[config.mk]
export PLATFORM = sky130hd
export DESIGN_NAME = framed_upload_receiver_crc32_unit
export DESIGN_NICKNAME = d
export VERILOG_FILES = /design/src/hw/rtl/furc_pkg.sv /design/src/hw/rtl/furc_crc_byte.sv /design/src/hw/rtl/framed_upload_receiver_crc32_unit.sv
export SDC_FILE = /design/constraint.sdc
export NUM_CORES = 1
export LEC_CHECK = 0
export ABC_CLOCK_PERIOD_IN_PS = 4000
export BUFFER_PORTS_ARGS = -buffer_cell sky130_fd_sc_hd__buf_2
export CAP_MARGIN = 20
export CORE_ASPECT_RATIO = 1.5
export CORE_MARGIN = 3
export CORE_UTILIZATION = 50
export DETAILED_ROUTE_END_ITERATION = 10
export GPL_ROUTABILITY_DRIVEN = 0
export PLACE_DENSITY = 0.7
export RECOVER_POWER = 25
export REMOVE_ABC_BUFFERS = 1
export SLEW_MARGIN = 20
export SYNTH_ARGS = -nofsm -noshare
export SYNTH_HDL_FRONTEND = slang
export SYNTH_SLANG_ARGS = --single-unit
[constraint.sdc]
create_clock -name clk -period 4 [get_ports clk]
set_clock_uncertainty 0.05 [all_clocks]
set_input_delay 0.4 -clock clk [delete_from_list [all_inputs] [get_ports clk]]
set_output_delay 0.4 -clock clk [all_outputs]
set_load 0.01 [all_outputs]
[src/hw/rtl/furc_pkg.sv]
package furc_pkg;

	// CRC-32, reflected form
	localparam logic [31:0] CRC_POLY     = 32'hEDB8_8320;
	localparam logic [31:0] CRC_ALL_ONES = 32'hFFFF_FFFF;

	// Command and reply codes
	localparam logic [7:0] CMD_LOAD  = 8'h4C;
	localparam logic [7:0] CMD_DONE  = 8'h44;
	localparam logic [7:0] REPLY_ACK = 8'h41;
	localparam logic [7:0] REPLY_NAK = 8'h4E;

	typedef enum logic [2:0] {
		PH_COMMAND,
		PH_LENGTH,
		PH_PAYLOAD,
		PH_CHECK,
		PH_FINISHED
	} phase_t;

	// One CRC byte update: eight shift-and-xor steps
	function automatic logic [31:0] crc_add_byte(input logic [31:0] crc, input logic [7:0] b);
		logic [31:0] c;
		c = crc ^ {24'd0, b};
		for (int k = 0; k < 8; k++) begin
			c = c[0] ? ((c >> 1) ^ CRC_POLY) : (c >> 1);
		end
		return c;
	endfunction

endpackage

[src/hw/rtl/furc_crc_byte.sv]
module furc_crc_byte
	import furc_pkg::*;
(
	input  logic        restart,
	input  logic [31:0] crc_cur,
	input  logic [7:0]  data,
	output logic [31:0] crc_next
);

	logic [31:0] crc_seed;

	// Start from all ones on a new frame, else carry the running value
	assign crc_seed = restart ? CRC_ALL_ONES : crc_cur;
	assign crc_next = crc_add_byte(crc_seed, data);

endmodule

[src/hw/rtl/framed_upload_receiver_crc32_unit.sv]
// Path: a byte accepted passes the input register, then the result register;
// a stall on the result side can hold it in either.
// Throughput: one byte per cycle while out_stall is low; the byte-wide CRC update
// and the frame state machine are combinational between the two registers.
// Reset: arst_n asynchronous, active low; clears the frame state, the total
// and the write address (to zero) and empties both registers.
module framed_upload_receiver_crc32_unit
	import furc_pkg::*;
(
	input  logic        clk,
	input  logic        arst_n,
	input  logic        cfg_valid,
	output logic        cfg_ready,
	input  logic [31:0] base_address,
	input  logic        in_valid,
	output logic        in_stall,
	input  logic [7:0]  rx_byte,
	output logic        out_valid,
	input  logic        out_stall,
	output logic        mem_write,
	output logic [31:0] mem_address,
	output logic [7:0]  mem_data,
	output logic        reply_valid,
	output logic [7:0]  reply_byte,
	output logic        finished,
	output logic [31:0] byte_total
);

	logic        valid_s1;
	logic [7:0]  rx_byte_s1;
	logic        out_valid_s2;
	logic        s2_en;
	logic        s1_take;
	logic        fire;

	phase_t      phase_q, phase_d;
	logic [31:0] crc_q, crc_d, crc_upd;
	logic [7:0]  len_q, len_d;
	logic [7:0]  offset_q, offset_d;
	logic [23:0] rcv_crc_q, rcv_crc_d;
	logic [1:0]  crc_idx_q, crc_idx_d;
	logic [31:0] waddr_q, waddr_d;
	logic [31:0] total_q, total_d;

	logic        wr_c, rv_c, fin_c;
	logic [31:0] addr_c;
	logic [7:0]  data_c, rb_c;

	assign cfg_ready = 1'b1;

	// Handshake: result register moves when empty or not stalled
	assign s2_en    = !out_valid_s2 || !out_stall;
	assign s1_take  = s2_en || !valid_s1;
	assign in_stall = !s1_take;
	assign fire     = valid_s1 && s2_en;
	assign out_valid = out_valid_s2;

	// Input register
	always_ff @(posedge clk or negedge arst_n) begin
		if (!arst_n) begin
			valid_s1 <= 1'b0;
		end else if (s1_take) begin
			valid_s1 <= in_valid;
		end
	end

	always_ff @(posedge clk) begin
		if (s1_take && in_valid) begin
			rx_byte_s1 <= rx_byte;
		end
	end

	// CRC byte update
	furc_crc_byte u_crc (
		.restart  (phase_q == PH_COMMAND),
		.crc_cur  (crc_q),
		.data     (rx_byte_s1),
		.crc_next (crc_upd)
	);

	// Next state and result for the held byte
	always_comb begin
		phase_d   = phase_q;
		crc_d     = crc_q;
		len_d     = len_q;
		offset_d  = offset_q;
		rcv_crc_d = rcv_crc_q;
		crc_idx_d = crc_idx_q;
		waddr_d   = waddr_q;
		total_d   = total_q;
		wr_c      = 1'b0;
		addr_c    = 32'd0;
		data_c    = 8'd0;
		rv_c      = 1'b0;
		rb_c      = 8'd0;
		fin_c     = 1'b0;
		unique case (phase_q)
			PH_COMMAND: begin
				if (rx_byte_s1 == CMD_LOAD) begin
					crc_d   = crc_upd;
					phase_d = PH_LENGTH;
				end else if (rx_byte_s1 == CMD_DONE) begin
					fin_c   = 1'b1;
					phase_d = PH_FINISHED;
				end
			end
			PH_LENGTH: begin
				crc_d     = crc_upd;
				len_d     = rx_byte_s1;
				offset_d  = 8'd0;
				rcv_crc_d = 24'd0;
				crc_idx_d = 2'd0;
				phase_d   = (rx_byte_s1 == 8'd0) ? PH_CHECK : PH_PAYLOAD;
			end
			PH_PAYLOAD: begin
				crc_d    = crc_upd;
				wr_c     = 1'b1;
				addr_c   = waddr_q + {24'd0, offset_q};
				data_c   = rx_byte_s1;
				offset_d = offset_q + 8'd1;
				if (offset_d == len_q) begin
					phase_d = PH_CHECK;
				end
			end
			PH_CHECK: begin
				unique case (crc_idx_q)
					2'd0: rcv_crc_d[7:0]   = rx_byte_s1;
					2'd1: rcv_crc_d[15:8]  = rx_byte_s1;
					2'd2: rcv_crc_d[23:16] = rx_byte_s1;
					default: ;
				endcase
				if (crc_idx_q == 2'd3) begin
					rv_c = 1'b1;
					if ((crc_q ^ CRC_ALL_ONES) == {rx_byte_s1, rcv_crc_q}) begin
						waddr_d = waddr_q + {24'd0, len_q};
						total_d = total_q + {24'd0, len_q};
						rb_c    = REPLY_ACK;
					end else begin
						rb_c    = REPLY_NAK;
					end
					crc_idx_d = 2'd0;
					phase_d   = PH_COMMAND;
				end else begin
					crc_idx_d = crc_idx_q + 2'd1;
				end
			end
			PH_FINISHED: ;
			default: phase_d = phase_q;
		endcase
	end

	// State register: advance on each processed byte, load address on config
	always_ff @(posedge clk or negedge arst_n) begin
		if (!arst_n) begin
			phase_q   <= PH_COMMAND;
			crc_q     <= CRC_ALL_ONES;
			len_q     <= 8'd0;
			offset_q  <= 8'd0;
			rcv_crc_q <= 24'd0;
			crc_idx_q <= 2'd0;
			waddr_q   <= 32'd0;
			total_q   <= 32'd0;
		end else begin
			if (fire) begin
				phase_q   <= phase_d;
				crc_q     <= crc_d;
				len_q     <= len_d;
				offset_q  <= offset_d;
				rcv_crc_q <= rcv_crc_d;
				crc_idx_q <= crc_idx_d;
				waddr_q   <= waddr_d;
				total_q   <= total_d;
			end
			if (cfg_valid && cfg_ready) begin
				waddr_q <= base_address;
			end
		end
	end

	// Result register
	always_ff @(posedge clk or negedge arst_n) begin
		if (!arst_n) begin
			out_valid_s2 <= 1'b0;
		end else if (s2_en) begin
			out_valid_s2 <= valid_s1;
		end
	end

	always_ff @(posedge clk) begin
		if (fire) begin
			mem_write   <= wr_c;
			mem_address <= addr_c;
			mem_data    <= data_c;
			reply_valid <= rv_c;
			reply_byte  <= rb_c;
			finished    <= fin_c;
			byte_total  <= total_d;
		end
	end

	// Checks
	a_write_xor_reply: assert property (@(posedge clk) disable iff (!arst_n)
		out_valid_s2 |-> !(mem_write && reply_valid))
		else $error("payload write and reply in one result");

	a_reply_code: assert property (@(posedge clk) disable iff (!arst_n)
		(out_valid_s2 && reply_valid) |-> (reply_byte == REPLY_ACK || reply_byte == REPLY_NAK))
		else $error("bad reply code");

	a_finish_state: assert property (@(posedge clk) disable iff (!arst_n)
		(fire && fin_c) |=> (phase_q == PH_FINISHED))
		else $error("finish without entering finished state");

	a_total_on_ack: assert property (@(posedge clk) disable iff (!arst_n)
		(fire && rb_c != REPLY_ACK) |=> $stable(total_q))
		else $error("total changed without acknowledge");

endmodule

-- Yosys cells after proc, flatten, opt, wreduce, memory -nomap -nowiden
Index checks and enable logic that the tools add are counted.
- multiplexer cells: 36
- equal/unequal tests: 17
- add/subtract/negate cells: 5
- bitwise gates (word level): 11
- reductions and logical operators: 31
- operators by type and width (operator ; number):
    2-to-1 mux 32 bit ; 18
    NOT 13 -> 14 bit ; 8
    adder 32 x 8 -> 32 bit ; 3
    case mux 32 bit (2 select lines) ; 1
    case mux 24 bit (2 select lines) ; 1
    == test 32 bit ; 1
    NOT 32 bit ; 1
    bitwise XOR 32 x 8 -> 32 bit ; 1
    2-to-1 mux 8 bit ; 3
    == test 8 x 7 -> 1 bit (second input constant) ; 2
    case mux 8 bit (2 select lines) ; 1
    nonzero test 2 bit ; 7
    2-to-1 mux 3 bit ; 4
    case mux 3 bit (4 select lines) ; 1
    AND reduction 3 bit ; 4
    adder 8 x 1 -> 8 bit (second input constant) ; 1
    == test 8 bit ; 1
    logical NOT 8 bit ; 1
    AND reduction 2 bit ; 4
    == test 3 x 2 -> 1 bit (second input constant) ; 2
    inequality test 2 x 1 -> 1 bit (second input constant) ; 3
    inequality test 2 bit (second input constant) ; 3
    AND reduction 5 bit ; 1
    == test 2 bit (second input constant) ; 2
    other kinds (17) ; 26
- input bits: 45
- output and inout port bits: 86
- flip-flop bits (word level): 234
- logic and storage cells: 120

-- Logic depth before layout (Yosys ltp)
- depth after elaboration: 21
- mapped depth: 10
- gate-level depth less buffers: 9

-- By module
Synthesis repeated with hierarchy kept, for this count alone.
- cell total of the unflattened synthesis: 1286
- area total of the unflattened synthesis: 13424.1 sq um
- modules (own cells, without submodules) (module ; seq. area each (sq um) ; cells an instance ; instances ; area each (sq um)):
    framed_upload_receiver_crc32_unit ; 6200.9 ; 1148 ; 1 ; 12240.5
    furc_crc_byte ; 0.0 ; 138 ; 1 ; 1183.6

-- Worst setup path after synthesis
OpenSTA, ideal clock, no wires.
- kind: register to register
- start: register out_valid_s2, in the netlist out_valid
- end: register total_q[11]
- setup slack: 92 ps
- cell stages (with the launch flop): 8
- library setup time: 79 ps
- path buffers: 1
- arrival: 3778 ps
- period minus slack after synthesis: 3908 ps
- data required time: 3871 ps
- path through: dfrtp_1 > nand2_1 > nand2_1 > inv_1 > clkbuf_1 > nand4_1 > nor4_1 > xor2_1
- cells in the longest elaborated chain, start to end: 3
- RTL lines (item ; RTL line ; text):
    from (decl) ; framed_upload_receiver_crc32_unit.sv:31 ; logic out_valid_s2;
    from (signal assigned) ; framed_upload_receiver_crc32_unit.sv:185 ; out_valid_s2 <= valid_s1;
    logical NOT 1 bit ; framed_upload_receiver_crc32_unit.sv:52 ; assign s2_en = !out_valid_s2 || !out_stall;
    logical OR 1 bit ; framed_upload_receiver_crc32_unit.sv:52 ;
    logical AND 1 bit ; framed_upload_receiver_crc32_unit.sv:55 ; assign fire = valid_s1 && s2_en;
    named net fire ; framed_upload_receiver_crc32_unit.sv:34 ; logic fire;
    to (signal assigned) ; framed_upload_receiver_crc32_unit.sv:172 ; total_q <= total_d;
    to (decl) ; framed_upload_receiver_crc32_unit.sv:43 ; logic [31:0] total_q, total_d;
The timed path passes the listed nets, and every way through them passes these cells.
A chain may end at the register's enable or synchronous reset.

-- Worst setup path in the final report
- start: register phase_q[2]
- end: register waddr_q[21]
- cells in the longest elaborated chain, start to end: 3
- RTL lines (item ; RTL line ; text):
    from (decl) ; framed_upload_receiver_crc32_unit.sv:36 ; phase_t phase_q, phase_d;
    from (signal assigned) ; framed_upload_receiver_crc32_unit.sv:165 ; phase_q <= phase_d;
    == test 3 x 2 -> 1 bit ; framed_upload_receiver_crc32_unit.sv:97 ; unique case (phase_q)
    nonzero test 2 bit (no line) ; - ;
    AND reduction 4 bit (no line) ; - ;
    to (signal assigned) ; framed_upload_receiver_crc32_unit.sv:171 ; waddr_q <= waddr_d;
    to (signal assigned) ; framed_upload_receiver_crc32_unit.sv:175 ; waddr_q <= base_address;
    to (decl) ; framed_upload_receiver_crc32_unit.sv:42 ; logic [31:0] waddr_q, waddr_d;
No other way between the ends.

==> results.yml <==
layout:
  finalNetCount: 1481
  syn_to_final_growth_pct: 13.98
  final_util_pct: 58.03
  antenna_cells: 0
  drive_above_1_share_pct: 20.34
placement:
  port_buffers: 126
  hpwlAfterDp_mm: 23.82
yosys:
  avgSynthCellArea_um2: 10.23
  synth-seq-cells: 229
  netlist_area_um2: 13210
  yosysUniqueCellTypes: 69
  async_flop_share_pct: 62.45
  yosys.area.top_type: "dfrtp_1"
  yosysWarnings: 0
  synth-edff-count: 86
  ys_seq_area_share_pct: 46.94
  synthCells: 1291
  synth_top_area_share_pct: 21.03
  synth_flop_cell: "dfrtp_1"
  synthTopCellsByArea: "dfrtp_1 21%, edfxtp_1 20%, dfstp_2 6.4%"
global_route:
  grt_pass1_wl_mm: 53.54
  overflow: 0
  antenna_found_initial: 0
  grt_pass1_vias: 10180
  grt_max_degree: 85
  grt_use_total_pct: 23.34
timing:
  setup_viol: 0
  rsz0062_at_grt: "false"
  fin_crit_ns: 3.187
  finalHoldViolCount: 0
  fmax_mhz: 313.8
  maxSlewHeadroom_pct: -86.44
  setup_tns_ns: 0
  maxSlewViolCount: 60
  period_share_pct: 79.66
  tightest_slew_ns: 2.797
hold_path:
  hold_end: "valid_s1$_DFFE_PN0N_"
  hold_start: "in_valid"
  holdPathStages: 2
  hold_path_class: "in -> reg"
clock_network:
  cts.path.max_buffers: 3
  cts_setup_buffers: 0
  cts_root_buf: "clkbuf_16"
  cts_made_buffers: 23
  cts_tree: "built"
  clk_pin_slew_worst_paths_ns: 0.07
  htree_levels: 1
  cts_num_sinks: 229
  clk-insertion-delay-late_ns: 0.53
critical_path:
  reg2reg_depth: 8
  rr_startpoint: "phase_q[2]$_DFFE_PN0P_"
  worst-r2r-setup-slack_ns: 0.81
  rr_endpoint: "waddr_q[21]$_DFFE_PN0P_"
  crit_chain: "nand2b_1, nor2_1, buf_4, nand2_1, or4_1, buf_4, or4_1, a31oi_1"
  worst_path_max_delay_cell: "or4_1"
  cp_data_arrival_time_ns: 3.57
  crit_fanout: 33
  path_class: "reg -> reg"
  cp_slowest_stage_delay_ns: 0.55
  critical_path_required_ns: 4.39
  critPathLaunch: "phase_q[2]$_DFFE_PN0P_"
  cp-end-kind: "register"
  start_kind: "register"
floorplan:
  start_util_pct: 50.92
  core_um2: 25940
  ios: 131
  die_h_um: 205.1
  rows: 72
  fp.dieW_um: 138.7
  die-area_um2: 28450
detailed_routing:
  drt-wirelength-per-cell_um: 19.34
  viasPerCell: 5.845
  postRouteAntennaNets: 0
  first_pass_iters: 6
  drc_errors: 0
  via_count: 10250
  drt_iter0_drc: 780
  drt_wl_total_mm: 33.91
power_and_ir_drop:
  power_density_nw_per_um2: 656.6
  p_leak_nw: 6.412
  max-vdd-ir-drop_uv: 521.3
run:
  maxCapViolations: 1
status:
  outcome: "complete, but fails checks"
  violations: "capacitance limit, slew limit"
cell families (layout without fill, tap and decap cells):
| group | Yosys count | count (layout) | synth area share [%] |
|---|---|---|---|
| compound gates | 208 | 208 | 10.07 |
| xor+xnor | 183 | 183 | 13.13 |
| fa+ha+maj | 32 | 32 | 3.201 |
| buf+inv | 98 | 226 | 3.258 |
| flops | 229 | 229 | 46.94 |
| mux | 54 | 54 | 4.489 |
| other cells | 2 | 4 | 0.05685 |
| simple gates | 485 | 485 | 18.86 |
report_power, final:
part           total (W)  internal, W  leakage (nW)  switching [W]
logic            0.00405      0.00194          3.42        0.00212
clock network    0.00224      0.00130         0.380       0.000940
registers        0.00359      0.00309          2.62       0.000496
cell type report:
| cell class | instances | area, µm² |
|---|---|---|
| tap | 333 | 416.7 |
| fill | 2220 | 10890 |
| clock buffer | 29 | 618.1 |
| inverter | 18 | 68.82 |
| clock inverter | 13 | 163.9 |
| sequential | 229 | 6201 |
| timing repair buffer | 166 | 970.9 |
| multi-input combinational | 966 | 6618 |
synth_stat cells, drive strengths merged, types with 4 or more instances:
library cell  count
a211oi            4
a21o             10
a21oi            38
a22oi            10
a31oi            11
and2             27
and3             12
and4              8
buf              32
clkbuf           48
dfrtp           111
dfstp            32
edfxtp           86
ha               29
inv              17
mux2             42
mux2i            12
nand2           130
nand2b            5
nand3            48
nand4            18
nor2             78
nor2b            13
nor3             55
nor4             36
o211ai            8
o21a              6
o21ai            68
o311ai            5
o31ai            28
o41ai             7
or2               5
or3              18
or4              27
xnor2            95
xnor3             4
xor2             81
metrics by stage:
step                std cells  instance area [µm²]  hold WS, ns  power (W)  worst slack, ns
floorplan                1213                12850      0.05441   0.006506          0.07430
CTS                      1753                15050     0.002622   0.009962           0.8139
detailed placement       1702                14180       0.3731   0.007672           0.8433
finish                   1754                15060      0.02263   0.009886           0.8134
global route             1754                15060     0.009431    0.01048           0.3833
global placement         1701                14170       0.3679   0.007579           0.9112
routing by layer:
layer | wire, µm | share of wire, % | global-route usage [%] | vias up
li1 | - | - | - | 4886
met1 | 12880 | 38 | 27.22 | 4932
met2 | 17820 | 53 | 42.84 | 356
met3 | 1845 | 5.4 | 3.199 | 79
met4 | 1364 | 4.0 | 10.17 | 0
met5 | 0 | 0 | 0 | -
worst max-delay path by stage:
stage	to	slack, ns	cells after the start
final	waddr_q[21]$_DFFE_PN0P_	0.81	8
after CTS	waddr_q[21]$_DFFE_PN0P_	0.81	8
after global placement	waddr_q[13]$_DFFE_PN0P_	0.91	8
after detailed placement	waddr_q[15]$_DFFE_PN0P_	0.84	8
after floorplan	waddr_q[12]$_DFFE_PN0P_	0.07	6
after global routing	len_q[6]$_DFFE_PN0P_	0.38	2
cells in the final DEF, fill, tap and decap left out, types with 32 or more instances in the layout:
master and n:
buf_2 123, edfxtp_1 86, xor2_1 79, xnor2_1 93, nand3_1 47, dfstp_2 32
nor3_1 54, dfrtp_1 111, nor2_1 78, mux2_2 42, nand2_1 130, a21oi_1 36
nor4_1 33, o21ai_0 65
state kept, by name, summed over array words and instances (netlist names), 2 cells and up:
| signal | flops |
|---|---|
| reply_byte | 3 |
| phase_q | 3 |
| mem_data | 8 |
| byte_total | 32 |
| crc_q | 32 |
| rcv_crc_q | 24 |
| len_q | 8 |
| total_q | 32 |
| crc_idx_q | 2 |
| mem_address | 32 |
| rx_byte_s1 | 8 |
| waddr_q | 32 |
| offset_q | 8 |
worst max-delay path: cells and delay by family (launching register included):
kind,cells,cell delay [ns]
AND/OR/NAND/NOR,5,1.87
flip-flops,1,0.50
buffers and inverters,2,0.48
AO/OA/AOI/OAI,1,0.19
what timing repair did:
| action | CTS | global route |
|---|---|---|
| hold buffers | 9 | 0 |
| resized for setup | 0 | 0 |
| endpoints found under the hold margin | 47 | 0 |
| endpoints found under the setup margin | 0 | 0 |
(Power assumes the default switching activity.)
